[src/design/dedd_pkg.sv]
`timescale 1ns / 1ps
// dedd_pkg: widths, constants and shared types of the dual ema dip detector
// no dependencies; imported by the lane, merge and top level modules

package dedd_pkg;

    localparam int SAMPLE_BITS = 12;
    localparam int SHIFT_W     = 4;
    localparam int GAIN_W      = 6;
    localparam int FAST_W      = 20;
    localparam int BASE_W      = 24;
    localparam int SUM_W       = BASE_W + 1;
    localparam int AMP_W       = SAMPLE_BITS + GAIN_W;
    localparam int DAC_N_W     = 18;
    localparam int RECIP_W     = 19;
    localparam int PROD_W      = DAC_N_W + RECIP_W;
    localparam int RECIP_SHIFT = 24;
    localparam int IDX_W       = 3;
    localparam int S_DATA_W    = 24;
    localparam int M_DATA_W    = 64;

    localparam logic [SAMPLE_BITS-1:0] SAMPLE_MAX = {SAMPLE_BITS{1'b1}};
    localparam logic [SAMPLE_BITS-1:0] DAC_MAX    = 12'd4095;
    localparam logic [SAMPLE_BITS-1:0] LED_LEVEL  = 12'd2048;

    // scaling by 33/50 with rounding; divide by 50 as a reciprocal multiply
    localparam logic [DAC_N_W-1:0] SCALE_NUM   = 18'd33;
    localparam logic [DAC_N_W-1:0] SCALE_ROUND = 18'd25;
    localparam logic [RECIP_W-1:0] DAC_RECIP   = 19'd335545;

    localparam logic [FAST_W-1:0] FAST_ACC_RESET = 20'(2048 << 5);
    localparam logic [BASE_W-1:0] BASE_ACC_RESET = 24'(2048 << 9);

    localparam logic [SHIFT_W-1:0] FAST_SHIFT_MIN = 4'd1;
    localparam logic [SHIFT_W-1:0] FAST_SHIFT_MAX = 4'd8;
    localparam logic [SHIFT_W-1:0] BASE_SHIFT_MIN = 4'd1;
    localparam logic [SHIFT_W-1:0] BASE_SHIFT_MAX = 4'd12;

    // register indexes of the configuration channel
    localparam logic [IDX_W-1:0] REG_FAST_SHIFT   = 3'd0;
    localparam logic [IDX_W-1:0] REG_BASE_SHIFT   = 3'd1;
    localparam logic [IDX_W-1:0] REG_NOISE_THRESH = 3'd2;
    localparam logic [IDX_W-1:0] REG_SMALL_THRESH = 3'd3;
    localparam logic [IDX_W-1:0] REG_GAIN_LO      = 3'd4;
    localparam logic [IDX_W-1:0] REG_GAIN_HI      = 3'd5;
    localparam logic [IDX_W-1:0] REG_DETECT_DELTA = 3'd6;

    localparam logic [SHIFT_W-1:0]     FAST_SHIFT_RESET   = 4'd5;
    localparam logic [SHIFT_W-1:0]     BASE_SHIFT_RESET   = 4'd9;
    localparam logic [SAMPLE_BITS-1:0] NOISE_THRESH_RESET = 12'd4;
    localparam logic [SAMPLE_BITS-1:0] SMALL_THRESH_RESET = 12'd16;
    localparam logic [GAIN_W-1:0]      GAIN_LO_RESET      = 6'd12;
    localparam logic [GAIN_W-1:0]      GAIN_HI_RESET      = 6'd20;
    localparam logic [SAMPLE_BITS-1:0] DETECT_DELTA_RESET = 12'd10;

    typedef struct packed {
        logic [SHIFT_W-1:0]     fast_shift;
        logic [SHIFT_W-1:0]     base_shift;
        logic [SAMPLE_BITS-1:0] noise_thresh;
        logic [SAMPLE_BITS-1:0] small_thresh;
        logic [GAIN_W-1:0]      gain_lo;
        logic [GAIN_W-1:0]      gain_hi;
        logic [SAMPLE_BITS-1:0] detect_delta;
    } dedd_cfg_t;

    typedef struct packed {
        logic load;
        logic ema_en;
        logic stage;
        logic base_en;
        logic gain_en;
        logic track_en;
    } dedd_ctl_t;

    typedef struct packed {
        logic [SAMPLE_BITS-1:0] dac;
        logic                   led;
        logic                   drop_end;
        logic [SAMPLE_BITS-1:0] drop_min;
        logic [SAMPLE_BITS-1:0] drop_base;
    } dedd_res_t;

endpackage

[src/design/dual_ema_dip_detector_core.sv]
`timescale 1ns / 1ps
// dual_ema_dip_detector_core: top level, configuration registers, step sequencer,
// two channel lanes and the result merge; depends on dedd_pkg, dedd_lane, dedd_merge
// sequencing: a sample pair is taken only in idle; the sequencer walks each lane's shared
// ema unit through its fast stages and the baseline, then gain and track, then output
// the merge register raises m_tvalid after OUT, which holds while the output beat is not taken
// reset: synchronous active low; config registers return to defaults, accumulators to mid-scale

module dual_ema_dip_detector_core
    import dedd_pkg::*;
(
    input  logic                   aclk,
    input  logic                   aresetn,
    input  logic                   s_tvalid,
    output logic                   s_tready,
    // [11:0] sample_a, [23:12] sample_b
    input  logic [S_DATA_W-1:0]    s_tdata,
    output logic                   m_tvalid,
    input  logic                   m_tready,
    // [11:0] dac_a, [23:12] dac_b, [24] red_led, [25] drop_end_a, [37:26] drop_min_a,
    // [38] drop_end_b, [50:39] drop_min_b, [62:51] drop_base_b, [63] zero
    output logic [M_DATA_W-1:0]    m_tdata,
    input  logic                   cfg_valid,
    output logic                   cfg_ready,
    input  logic [IDX_W-1:0]       cfg_index,
    input  logic [SAMPLE_BITS-1:0] cfg_data
);

    typedef enum logic [2:0] {
        ST_IDLE,
        ST_EMA0,
        ST_EMA1,
        ST_BASE,
        ST_GAIN,
        ST_TRACK,
        ST_OUT
    } state_t;

    state_t state_reg;
    state_t state_next;

    dedd_cfg_t cfg_reg;
    dedd_cfg_t cfg_eff;
    dedd_ctl_t ctl;
    dedd_res_t res_a;
    dedd_res_t res_b;
    logic      out_load;

    assign cfg_ready = 1'b1;

    always_ff @(posedge aclk) begin
        if (!aresetn) begin
            cfg_reg.fast_shift   <= FAST_SHIFT_RESET;
            cfg_reg.base_shift   <= BASE_SHIFT_RESET;
            cfg_reg.noise_thresh <= NOISE_THRESH_RESET;
            cfg_reg.small_thresh <= SMALL_THRESH_RESET;
            cfg_reg.gain_lo      <= GAIN_LO_RESET;
            cfg_reg.gain_hi      <= GAIN_HI_RESET;
            cfg_reg.detect_delta <= DETECT_DELTA_RESET;
        end else if (cfg_valid && cfg_ready) begin
            case (cfg_index)
                REG_FAST_SHIFT:   cfg_reg.fast_shift   <= cfg_data[SHIFT_W-1:0];
                REG_BASE_SHIFT:   cfg_reg.base_shift   <= cfg_data[SHIFT_W-1:0];
                REG_NOISE_THRESH: cfg_reg.noise_thresh <= cfg_data;
                REG_SMALL_THRESH: cfg_reg.small_thresh <= cfg_data;
                REG_GAIN_LO:      cfg_reg.gain_lo      <= cfg_data[GAIN_W-1:0];
                REG_GAIN_HI:      cfg_reg.gain_hi      <= cfg_data[GAIN_W-1:0];
                REG_DETECT_DELTA: cfg_reg.detect_delta <= cfg_data;
                default: ;
            endcase
        end
    end

    // shifts limited to their legal range
    always_comb begin
        cfg_eff = cfg_reg;
        if (cfg_reg.fast_shift < FAST_SHIFT_MIN) begin
            cfg_eff.fast_shift = FAST_SHIFT_MIN;
        end else if (cfg_reg.fast_shift > FAST_SHIFT_MAX) begin
            cfg_eff.fast_shift = FAST_SHIFT_MAX;
        end
        if (cfg_reg.base_shift < BASE_SHIFT_MIN) begin
            cfg_eff.base_shift = BASE_SHIFT_MIN;
        end else if (cfg_reg.base_shift > BASE_SHIFT_MAX) begin
            cfg_eff.base_shift = BASE_SHIFT_MAX;
        end
    end

    assign s_tready = (state_reg == ST_IDLE);
    assign out_load = (state_reg == ST_OUT) && (!m_tvalid || m_tready);

    always_comb begin
        ctl.load     = s_tvalid && s_tready;
        ctl.ema_en   = (state_reg == ST_EMA0) || (state_reg == ST_EMA1);
        ctl.stage    = (state_reg == ST_EMA1);
        ctl.base_en  = (state_reg == ST_BASE);
        ctl.gain_en  = (state_reg == ST_GAIN);
        ctl.track_en = (state_reg == ST_TRACK);
    end

    always_comb begin
        state_next = state_reg;
        case (state_reg)
            ST_IDLE:  if (s_tvalid) state_next = ST_EMA0;
            ST_EMA0:  state_next = ST_EMA1;
            ST_EMA1:  state_next = ST_BASE;
            ST_BASE:  state_next = ST_GAIN;
            ST_GAIN:  state_next = ST_TRACK;
            ST_TRACK: state_next = ST_OUT;
            ST_OUT:   if (out_load) state_next = ST_IDLE;
            default:  state_next = ST_IDLE;
        endcase
    end

    always_ff @(posedge aclk) begin
        if (!aresetn) begin
            state_reg <= ST_IDLE;
        end else begin
            state_reg <= state_next;
        end
    end

    dedd_lane #(
        .FAST_STAGES (1)
    ) u_lane_a (
        .aclk    (aclk),
        .aresetn (aresetn),
        .ctl     (ctl),
        .cfg     (cfg_eff),
        .sample  (s_tdata[SAMPLE_BITS-1:0]),
        .res     (res_a)
    );

    dedd_lane #(
        .FAST_STAGES (2)
    ) u_lane_b (
        .aclk    (aclk),
        .aresetn (aresetn),
        .ctl     (ctl),
        .cfg     (cfg_eff),
        .sample  (s_tdata[2*SAMPLE_BITS-1:SAMPLE_BITS]),
        .res     (res_b)
    );

    dedd_merge u_merge (
        .aclk     (aclk),
        .aresetn  (aresetn),
        .load     (out_load),
        .res_a    (res_a),
        .res_b    (res_b),
        .m_tvalid (m_tvalid),
        .m_tready (m_tready),
        .m_tdata  (m_tdata)
    );

    // a beat taken sends the sequencer off idle
    a_accept_busy: assert property (@(posedge aclk) disable iff (!aresetn)
        s_tvalid && s_tready |=> !s_tready)
        else $error("input taken while a pair is in flight");

    // a finished pair waits while the output register is still full
    a_out_hold: assert property (@(posedge aclk) disable iff (!aresetn)
        (state_reg == ST_OUT) && m_tvalid && !m_tready |=> (state_reg == ST_OUT))
        else $error("result left the sequencer over a full output register");

    // a new result beat only ever comes from the output step
    a_out_origin: assert property (@(posedge aclk) disable iff (!aresetn)
        $rose(m_tvalid) |-> $past(state_reg == ST_OUT))
        else $error("result beat appeared without an output step");

endmodule

[src/design/dedd_lane.sv]
`timescale 1ns / 1ps
// dedd_lane: one channel of the detector, ema chain on a shared update unit,
// gain, clamp, dip tracking and dac scaling; depends on dedd_pkg

module dedd_lane
    import dedd_pkg::*;
#(
    parameter int FAST_STAGES = 1
) (
    input  logic                   aclk,
    input  logic                   aresetn,
    input  dedd_ctl_t              ctl,
    input  dedd_cfg_t              cfg,
    input  logic [SAMPLE_BITS-1:0] sample,
    output dedd_res_t              res
);

    logic [SAMPLE_BITS-1:0] x_reg;
    logic [FAST_W-1:0]      fast_acc_reg [FAST_STAGES];
    logic [BASE_W-1:0]      base_acc_reg;
    logic [SAMPLE_BITS-1:0] fast_reg;
    logic [SAMPLE_BITS-1:0] base_reg;
    logic [AMP_W-1:0]       amp_reg;
    logic                   in_dip_reg;
    logic [SAMPLE_BITS-1:0] run_min_reg;
    logic                   end_reg;
    logic [SAMPLE_BITS-1:0] min_reg;
    logic [SAMPLE_BITS-1:0] base_rep_reg;
    logic                   led_reg;
    logic [PROD_W-1:0]      prod_reg;

    // shared ema update unit
    logic [BASE_W-1:0]      acc_cur;
    logic [SAMPLE_BITS-1:0] ema_x;
    logic [SHIFT_W-1:0]     sh;
    logic [SUM_W-1:0]       acc_sum;
    logic [BASE_W-1:0]      acc_new;
    logic [BASE_W-1:0]      ema_out;
    logic [SAMPLE_BITS-1:0] ema_sat;

    always_comb begin
        acc_cur = {{(BASE_W-FAST_W){1'b0}}, fast_acc_reg[0]};
        ema_x   = x_reg;
        sh      = cfg.fast_shift;
        for (int k = 1; k < FAST_STAGES; k++) begin
            if (ctl.stage == 1'(k)) begin
                acc_cur = {{(BASE_W-FAST_W){1'b0}}, fast_acc_reg[k]};
                ema_x   = fast_reg;
            end
        end
        if (ctl.base_en) begin
            acc_cur = base_acc_reg;
            ema_x   = fast_reg;
            sh      = cfg.base_shift;
        end
        acc_sum = SUM_W'(acc_cur) - SUM_W'(acc_cur >> sh) + SUM_W'(ema_x);
        acc_new = ctl.base_en ? acc_sum[BASE_W-1:0]
                              : {{(BASE_W-FAST_W){1'b0}}, acc_sum[FAST_W-1:0]};
        ema_out = acc_new >> sh;
        ema_sat = (ema_out > BASE_W'(SAMPLE_MAX)) ? SAMPLE_MAX : ema_out[SAMPLE_BITS-1:0];
    end

    // gain step
    logic [SAMPLE_BITS-1:0] delta;
    logic [GAIN_W-1:0]      gain;
    logic [AMP_W-1:0]       amp;

    always_comb begin
        delta = (base_reg > fast_reg) ? base_reg - fast_reg : '0;
        gain  = (delta <= cfg.small_thresh) ? cfg.gain_lo : cfg.gain_hi;
        amp   = (delta > cfg.noise_thresh) ? AMP_W'(delta) * AMP_W'(gain) : '0;
    end

    // clamp, dip tracking and dac scaling
    logic [SAMPLE_BITS-1:0] amp_c;
    logic [SAMPLE_BITS-1:0] code;
    logic [SAMPLE_BITS-1:0] thr;
    logic [SAMPLE_BITS-1:0] run_lo;
    logic [DAC_N_W-1:0]     dac_n;
    logic [PROD_W-1:0]      dac_prod;

    always_comb begin
        amp_c    = (amp_reg > AMP_W'(base_reg)) ? base_reg : amp_reg[SAMPLE_BITS-1:0];
        code     = base_reg - amp_c;
        thr      = (base_reg > cfg.detect_delta) ? base_reg - cfg.detect_delta : '0;
        run_lo   = (code < run_min_reg) ? code : run_min_reg;
        dac_n    = DAC_N_W'(code) * SCALE_NUM + SCALE_ROUND;
        dac_prod = PROD_W'(dac_n) * PROD_W'(DAC_RECIP);
    end

    always_ff @(posedge aclk) begin
        if (!aresetn) begin
            for (int k = 0; k < FAST_STAGES; k++) begin
                fast_acc_reg[k] <= FAST_ACC_RESET;
            end
            base_acc_reg <= BASE_ACC_RESET;
            in_dip_reg   <= 1'b0;
            run_min_reg  <= DAC_MAX;
        end else begin
            if (ctl.ema_en) begin
                for (int k = 0; k < FAST_STAGES; k++) begin
                    if (ctl.stage == 1'(k)) begin
                        fast_acc_reg[k] <= acc_new[FAST_W-1:0];
                    end
                end
            end
            if (ctl.base_en) begin
                base_acc_reg <= acc_new;
            end
            if (ctl.track_en) begin
                if (!in_dip_reg) begin
                    if (code < thr) begin
                        in_dip_reg  <= 1'b1;
                        run_min_reg <= code;
                    end
                end else if (code >= thr) begin
                    in_dip_reg  <= 1'b0;
                    run_min_reg <= DAC_MAX;
                end else begin
                    run_min_reg <= run_lo;
                end
            end
        end
    end

    // payload registers
    always_ff @(posedge aclk) begin
        if (ctl.load) begin
            x_reg <= sample;
        end
        if (ctl.ema_en && (32'(ctl.stage) < FAST_STAGES)) begin
            fast_reg <= ema_sat;
        end
        if (ctl.base_en) begin
            base_reg <= ema_sat;
        end
        if (ctl.gain_en) begin
            amp_reg <= amp;
        end
        if (ctl.track_en) begin
            end_reg      <= in_dip_reg && (code >= thr);
            min_reg      <= (in_dip_reg && (code >= thr)) ? run_lo : '0;
            base_rep_reg <= (in_dip_reg && (code >= thr)) ? base_reg : '0;
            led_reg      <= code < LED_LEVEL;
            prod_reg     <= dac_prod;
        end
    end

    assign res.dac       = prod_reg[RECIP_SHIFT +: SAMPLE_BITS];
    assign res.led       = led_reg;
    assign res.drop_end  = end_reg;
    assign res.drop_min  = min_reg;
    assign res.drop_base = base_rep_reg;

endmodule

[src/design/dedd_merge.sv]
`timescale 1ns / 1ps
// dedd_merge: combines the two lane results into one output beat and holds it
// in the master-side register; depends on dedd_pkg

module dedd_merge
    import dedd_pkg::*;
(
    input  logic                aclk,
    input  logic                aresetn,
    input  logic                load,
    input  dedd_res_t           res_a,
    input  dedd_res_t           res_b,
    output logic                m_tvalid,
    input  logic                m_tready,
    output logic [M_DATA_W-1:0] m_tdata
);

    logic                valid_reg;
    logic [M_DATA_W-1:0] data_reg;
    logic [M_DATA_W-1:0] data_next;

    always_comb begin
        data_next = {1'b0,
                     res_b.drop_base,
                     res_b.drop_min,
                     res_b.drop_end,
                     res_a.drop_min,
                     res_a.drop_end,
                     res_a.led,
                     res_b.dac,
                     res_a.dac};
    end

    always_ff @(posedge aclk) begin
        if (!aresetn) begin
            valid_reg <= 1'b0;
        end else if (load) begin
            valid_reg <= 1'b1;
        end else if (m_tready) begin
            valid_reg <= 1'b0;
        end
    end

    always_ff @(posedge aclk) begin
        if (load) begin
            data_reg <= data_next;
        end
    end

    assign m_tvalid = valid_reg;
    assign m_tdata  = data_reg;

endmodule
[config.mk]
export PLATFORM = sky130hd
export DESIGN_NAME = dual_ema_dip_detector_core
export DESIGN_NICKNAME = d
export VERILOG_FILES = /design/src/design/dedd_pkg.sv /design/src/design/dual_ema_dip_detector_core.sv /design/src/design/dedd_lane.sv /design/src/design/dedd_merge.sv
export SDC_FILE = /design/constraint.sdc
export NUM_CORES = 2
export LEC_CHECK = 0
export ABC_AREA = 1
export BUFFER_PORTS_ARGS = -buffer_cell sky130_fd_sc_hd__buf_2
export CAP_MARGIN = 20
export CORE_AREA = 3 3 579 351
export CTS_CLUSTER_SIZE = 40
export DETAILED_ROUTE_END_ITERATION = 6
export DIE_AREA = 0 0 582 354
export HOLD_SLACK_MARGIN = 0.06
export PLACE_DENSITY_LB_ADDON = 0.1
export RECOVER_POWER = 100
export SYNTH_ARGS = -nofsm -noshare
export SYNTH_HDL_FRONTEND = slang
export SYNTH_SLANG_ARGS = --single-unit
[constraint.sdc]
create_clock -name aclk -period 18 [get_ports aclk]
set_input_delay 3.6 -clock aclk [delete_from_list [all_inputs] [get_ports aclk]]
set_output_delay 3.6 -clock aclk [all_outputs]
set_load 0.03 [all_outputs]
### After elaboration in Yosys (flattened, before gate mapping)

Memory sizes are Yosys's and may differ from the RTL's.
Index checks and enable logic that the tools add are counted.
W data, S select, Z words.

* register bits: 416
* input port bits: 44
* word-level logic and storage cells: 175
* output and inout bits: 67
* RAM bits: 60
* memories: 2

* shift operators: 4
* multipliers: 6
* mux-type cells: 55
* $lt $le $gt $ge: 24
* bitwise gates (word level): 2
* $add $sub $neg: 12
* reduce and logical (&&, ||, !) cells: 24
* equality and inequality tests: 14

Memory list
* u_lane_b.fast_acc_reg: words 2, width 20, read ports 2, clocked after Yosys merged registers in 0, write ports 2, line dedd_lane.sv:19 `logic [FAST_W-1:0] fast_acc_reg [FAST_STAGES];`
* u_lane_a.fast_acc_reg: words 1, width 20, read ports 1, clocked after Yosys merged registers in 0, write ports 1, line dedd_lane.sv:19

Operators with widths (count)
* $mux W12: 19
* $mux W24: 4
* $shr A24 B4 Y24: 4
* $mux W20: 4
* $gt A12 B12 Y1: 6
* $mul A18 B19 Y36 const B: 2
* $sub A12 B12 Y12: 6
* $add A24 B12 Y24: 2
* $gt A24 B12 Y1 const B: 2
* $lt A12 B12 Y1: 4
* $sub A24 B24 Y24: 2
* $add A18 B5 Y18 const B: 2
* $gt A18 B12 Y1: 2
* $mul A12 B6 Y18: 2
* $mul A12 B6 Y18 const B: 2
* $ge A12 B12 Y1: 2
* $le A12 B12 Y1: 2
* $pmux W3 S7: 1
* $mux W4: 5
* $reduce_and A2 Y1: 10
* $reduce_or A20 Y1: 1
* $eq A3 B3 Y1 const B: 6
* $mux W1: 18
* $eq A3 B2 Y1 const B: 4
* other kinds (14): 29

### Longest topological paths before layout

* word-level depth: 11
* depth in mapped cells: 62
* gate-level depth less buffers: 61

### Hierarchy

From an unflattened synthesis, not the netlist that was laid out.

* cells, all modules: 6591
* area total of the unflattened synthesis: 50183.1 um^2

Modules (own cells, without submodules)
* dedd_lane at u_lane_b: cells an instance 3101, area an instance 23336.1 um^2, instances 1, sequential area each 4704.5 um^2
* dedd_lane at u_lane_a: cells an instance 3065, area an instance 22435.3 um^2, instances 1, sequential area each 4103.9 um^2
* dual_ema_dip_detector_core: cells an instance 354, area an instance 2464.9 um^2, instances 1, sequential area each 1181.1 um^2
* dedd_merge: cells an instance 71, area an instance 1946.9 um^2, instances 1, sequential area each 1911.8 um^2

### Least setup slack after synthesis

Ideal clock, no wire load.

* path kind: register -> register
* from: reg u_lane_b.base_reg[1]
* to: reg u_lane_b.prod_reg[28], data pin
* period minus slack after synthesis: 10484 ps
* setup time: 258 ps
* data arrival time: 10226 ps
* data required time: 17742 ps
* stages on the path, launching flop included: 49
* path buffers: 1
* setup slack: 7516 ps
* cells stage by stage: edfxtp_1 > inv_1 > ha_1 > nand4_1 > nor3_1 > nand3_1 > nand2_1 > clkbuf_1 > o21ai_0 > ha_1 > fa_1 > o31ai_1 > a211o_1 > xor2_1 > inv_1 > nor2_1 > nor2_1 > ha_1 > (+13 left out) > fa_1 > inv_1 > fa_1 > fa_1 > fa_1 > inv_1 > fa_1 > inv_1 > ha_1 > nand2_1 > nor2_1 > inv_1 > nor3_1 > nor3b_1 > nor3_1 > o21ai_0 > a21oi_1 > xnor2_1

* word-level cells in the longest chain between the ends: 6

Ends and longest elaborated chain
* start: declaration: line dedd_lane.sv:22 `logic [SAMPLE_BITS-1:0] base_reg;`
* start signal: assignment: line dedd_lane.sv:135 `base_reg <= ema_sat;`
* $gt A18 B12 Y1: line dedd_lane.sv:83 `amp_c = (amp_reg > AMP_W'(base_reg)) ? base_reg : amp_reg[SAMPLE_BITS-1:0];`
* $mux W12: line dedd_lane.sv:83
* $sub A12 B12 Y12 (*): line dedd_lane.sv:84 `code = base_reg - amp_c;`
* $mul A12 B6 Y18 (*): line dedd_lane.sv:87 `dac_n = DAC_N_W'(code) * SCALE_NUM + SCALE_ROUND;`
* $add A18 B5 Y18 (*): line dedd_lane.sv:87
* $mul A18 B19 Y36 (*): line dedd_lane.sv:88 `dac_prod = PROD_W'(dac_n) * PROD_W'(DAC_RECIP);`
* via u_lane_b.dac_prod[28]: line dedd_lane.sv:80 `logic [PROD_W-1:0] dac_prod;`
* end signal: assignment: line dedd_lane.sv:145 `prod_reg <= dac_prod;`
* end: declaration: line dedd_lane.sv:30 `logic [PROD_W-1:0] prod_reg;`

Mark *: on every way through the listed nets, which the timed path passes. The rest lies on a longest branch.
A chain may end at the register's enable or synchronous reset.

### Final worst setup path

* from: reg state_reg[0]
* to: reg u_lane_b.fast_reg[11], data pin

* word-level cells in the longest chain between the ends: 10
* elaborated cells on any way between the ends: 14
* those cells by class: add/sub (2); order compare (1); eq/ne (2); shift (2); mux (7)

Ends and longest elaborated chain
* start: declaration: line dual_ema_dip_detector_core.sv:39 `state_t state_reg;`
* start signal: assignment: line dual_ema_dip_detector_core.sv:119 `state_reg <= state_next;`
* $eq A3 B2 Y1: line dual_ema_dip_detector_core.sv:95 `ctl.stage = (state_reg == ST_EMA1);`
* $mux W20: line dedd_lane.sv:46 `if (ctl.stage == 1'(k)) begin`
* $mux W24: line dedd_lane.sv:51 `if (ctl.base_en) begin`
* $shr A24 B4 Y24: line dedd_lane.sv:56 `acc_sum = SUM_W'(acc_cur) - SUM_W'(acc_cur >> sh) + SUM_W'(ema_x);`
* $sub A24 B24 Y24: line dedd_lane.sv:56
* $add A24 B12 Y24: line dedd_lane.sv:56
* $mux W24: line dedd_lane.sv:57 `acc_new = ctl.base_en ? acc_sum[BASE_W-1:0]`
* $shr A24 B4 Y24 (*): line dedd_lane.sv:59 `ema_out = acc_new >> sh;`
* $gt A24 B12 Y1: line dedd_lane.sv:60 `ema_sat = (ema_out > BASE_W'(SAMPLE_MAX)) ? SAMPLE_MAX : ema_out[SAMPLE_BITS-1:0];`
* $mux W12 (*): line dedd_lane.sv:60
* via u_lane_b.ema_sat[11]: line dedd_lane.sv:39 `logic [SAMPLE_BITS-1:0] ema_sat;`
* end signal: assignment: line dedd_lane.sv:132 `fast_reg <= ema_sat;`
* end: declaration: line dedd_lane.sv:21 `logic [SAMPLE_BITS-1:0] fast_reg;`

Marked as above.

==> results.ini <==
[sta]
post-route-period-util_pct = 79.3
setup_violations = 0
setup_tns_ns = 0
unrepaired_setup_endpoints_after_global_routing = false
timing.final.max_slew_violations = 550
clock_skew_ns = 0.0722
maximum_clock_rate_mhz = 70.1
relSlewSlack_pct = -116
hold_viol = 0
post-route-min-period_ns = 14.27
worst_slew_pin_slew_ns = 3.24

[logic_synthesis]
synthesis.area_sq_mm = 0.0476
synth_fp_nets = 7106
flops_latches_synth = 428
synth_seq_area_share_pct = 24.2
synthCells = 6075
number_of_synthesized_flops_with_an_enable_pin = 294
ys.flop_type = sky130_fd_sc_hd__edfxtp_1
postSynth.asyncResetShare_pct = 0
synthDistinctLibCells = 64
warnings_synthesis = 0
synth.avg_cell_area_sq_um = 7.83

[finish]
syn_to_final_growth_pct = 11.4
nets = 7171
largest_register_ffs = 63
proportion_of_layout_cells_with_a_drive_suffix_above_1_pct = 4.14
final-instance-count-excl-fill = 8830
n_fill_cell = 21900

[outcome]
failing_checks = capacitance limit, slew limit
status = complete, but fails checks

[drt]
postRouteAntennaNets = 0
route.detailed.drc = 0
dr_total_vias = 40300
drtIter0Drc = 3051
totalWireLength_um = 175000
detail_route.wl_per_cell_um = 19.8
drt-pass1-iter-count = 6
drt-vias-per-instance = 4.57

[clock_tree]
cts_root_buffer = sky130_fd_sc_hd__clkbuf_16
cts_repair_resize_count = 0
numClockSinks = 428
cts_tree = done
post-cts-setup-buffer-count = 0
cts-hold-fix-buffers = 0
clkTransAtPathRegs_ns = 0.06
cts_buffers = 53
h-tree-depth = 2
ctsLongestPathBuffers = 3
worstSkewPairLatency_ns = 0.73

[die]
ioPinCount = 111
core_sq_mm = 0.199
starting_density_of_the_core_pct = 23.9
die_outline_area_sq_mm = 0.206
placement_rows = 127
die_width_um = 582
die_height_um = 354

[setup_path]
setup.worst_path.end_class = register
path_max_fanout = 43
r2r_start = state_reg[0]$_SDFFE_PN0P_
start_kind = register
worst_endpoint_required_time_ns = 18.23
cpPeakStageDelay_ns = 1.60
critical_path_class = register to register
worstPathArrival_ns = 14.49
worst_setup_path_startpoint = state_reg[0]$_SDFFE_PN0P_
path_common_cell = sky130_fd_sc_hd__nand2_1
critical-path-slowest-cell = sky130_fd_sc_hd__clkbuf_1
timing.reg2reg.setup_slack_ns = 3.73

[placement]
portBuffers = 108
gp_congestion = 0.861
hpwlAfterDp_um = 144000
dpl.cell_count = 8729

[global_routing]
grt_usage_pct = 16.9
initial_antenna_violation_count = 9
grt_pass1_vias = 39200
total_gr_overflow = 0
first_pass_grt_wire_length_um = 262000
grt_max_degree = 79

[worst_hold_path]
timing.hold.worst.class = register to register
timing.hold.worst.start = u_lane_a.min_reg[10]$_SDFFCE_PN0P_

[job]
maxCapViolCount = 17

final timing paths:
path | end | depth (start not counted)
setup / recovery | u_lane_b.fast_reg[11]$_DFFE_PP_ | 32
hold / removal | u_merge.m_tdata[36]$_DFFE_PP_ | 0
setup reg to reg | u_lane_b.fast_reg[11]$_DFFE_PP_ | 32
hold reg to reg | u_merge.m_tdata[36]$_DFFE_PP_ | 0
synthesized netlist by cell type, types with 4 or more instances:
master	instances	area, sq um
sky130_fd_sc_hd__a21o_1	29	218
sky130_fd_sc_hd__o2111ai_1	9	78.8
sky130_fd_sc_hd__o211ai_1	49	368
sky130_fd_sc_hd__nand4_1	62	388
sky130_fd_sc_hd__buf_4	17	128
sky130_fd_sc_hd__inv_1	1107	4160
sky130_fd_sc_hd__nor2_1	481	1810
sky130_fd_sc_hd__dfxtp_1	134	2680
sky130_fd_sc_hd__o21ai_0	387	1940
sky130_fd_sc_hd__o21ai_1	32	160
sky130_fd_sc_hd__a31oi_1	21	131
sky130_fd_sc_hd__xnor2_1	30	263
sky130_fd_sc_hd__buf_1	17	63.8
sky130_fd_sc_hd__mux2i_1	25	250
sky130_fd_sc_hd__or2_2	46	288
sky130_fd_sc_hd__nand2_2	5	31.3
sky130_fd_sc_hd__fa_1	344	6890
sky130_fd_sc_hd__nor3b_1	4	30.0
sky130_fd_sc_hd__xor2_1	64	561
sky130_fd_sc_hd__nor3_1	55	275
sky130_fd_sc_hd__o22ai_1	9	56.3
sky130_fd_sc_hd__ha_1	643	8050
sky130_fd_sc_hd__nand3_1	354	1770
sky130_fd_sc_hd__edfxtp_1	294	8830
sky130_fd_sc_hd__a221oi_1	5	43.8
sky130_fd_sc_hd__inv_2	10	37.5
sky130_fd_sc_hd__buf_6	6	67.6
sky130_fd_sc_hd__a31o_2	4	35.0
sky130_fd_sc_hd__a21boi_0	7	52.6
sky130_fd_sc_hd__clkbuf_1	77	289
sky130_fd_sc_hd__buf_2	42	210
sky130_fd_sc_hd__nor4_1	4	25.0
sky130_fd_sc_hd__o21bai_1	24	180
sky130_fd_sc_hd__nand3b_1	16	120
sky130_fd_sc_hd__a211oi_1	4	30.0
sky130_fd_sc_hd__a21oi_1	420	2100
sky130_fd_sc_hd__nand2_1	1170	4390
sky130_fd_sc_hd__o21a_1	18	135
sky130_fd_sc_hd__a22oi_1	5	37.5
sky130_fd_sc_hd__nor2_2	4	25.0
critical path: cells and delay by family (launching register included):
family,cells,cell delay [ns]
adder cells (fa/ha/maj),2,0.71
AND/OR/NAND/NOR,18,5.87
flip-flops,1,0.46
AO/OA/AOI/OAI,4,1.30
buffers and inverters,7,4.68
XOR/XNOR,1,0.67
stage by stage:
step / util [%] / hold WS (ns) / setup slack, ns / area [sq um]
floorplan: - / 0.400 / 7.52 / 47600
CTS: 26.8 / 0.348 / 5.65 / 53200
finish: 26.6 / 0.372 / 3.73 / 53000
global placement: 25.8 / 0.402 / 5.89 / 51200
global route: 26.6 / 0.379 / 2.75 / 53000
detailed placement: 25.8 / 0.405 / 5.74 / 51200
cell type report:
cell class | count | area [sq um] | share of cell area [%]
Inverter | 1120 | 4210 | 7.94
Timing Repair Buffer | 169 | 843 | 1.59
Tap cell | 2644 | 3310 | 6.25
Clock buffer | 56 | 1340 | 2.53
Sequential cell | 428 | 11500 | 21.7
Multi-Input combinational cell | 4368 | 31100 | 58.7
Clock inverter | 44 | 649 | 1.23
Antenna cell | 1 | 2.50 | 0.00472
cell usage in the layout (no fill, tap or decap), types with 9 or more instances in the layout:
master	instances
sky130_fd_sc_hd__inv_1	1108
sky130_fd_sc_hd__nand3_1	354
sky130_fd_sc_hd__nand3b_1	16
sky130_fd_sc_hd__o2111ai_1	9
sky130_fd_sc_hd__a21oi_1	419
sky130_fd_sc_hd__nor3_1	54
sky130_fd_sc_hd__o211ai_1	49
sky130_fd_sc_hd__bufinv_16	13
sky130_fd_sc_hd__clkinv_2	10
sky130_fd_sc_hd__a31oi_1	21
sky130_fd_sc_hd__edfxtp_1	294
sky130_fd_sc_hd__xnor2_1	30
sky130_fd_sc_hd__nor2_1	480
sky130_fd_sc_hd__o21ai_0	394
sky130_fd_sc_hd__o21ai_1	25
sky130_fd_sc_hd__buf_2	35
sky130_fd_sc_hd__fa_1	344
sky130_fd_sc_hd__clkbuf_16	53
sky130_fd_sc_hd__o21bai_1	24
sky130_fd_sc_hd__o21a_1	18
sky130_fd_sc_hd__nand4_1	62
sky130_fd_sc_hd__xor2_1	64
sky130_fd_sc_hd__a21o_1	29
sky130_fd_sc_hd__dfxtp_1	134
sky130_fd_sc_hd__clkbuf_1	93
sky130_fd_sc_hd__mux2i_1	25
sky130_fd_sc_hd__ha_1	643
sky130_fd_sc_hd__or2_2	46
sky130_fd_sc_hd__buf_4	44
sky130_fd_sc_hd__nand2_1	1172
metal layers:
layer	global-route usage, %	routed length (um)	share of wire, %
met3	3.03	10900	6.2
met5	0	0	0
met1	28.9	101000	58
met4	2.29	2030	1.2
met2	21.0	61100	35
logic make-up after synthesis:
| group | Yosys count | share of synthesized area, % |
|---|---|---|
| fa+ha+maj | 987 | 31.4 |
| simple gates | 2216 | 19.5 |
| xor+xnor | 97 | 1.83 |
| buf+inv | 1279 | 10.4 |
| mux | 25 | 0.526 |
| flops | 428 | 24.2 |
| compound gates | 1041 | 12.1 |
| other cells | 2 | 0.0158 |
Power is not shown: default switching activity piles up to over one toggle a cycle in this logic, so the estimate is an artifact.
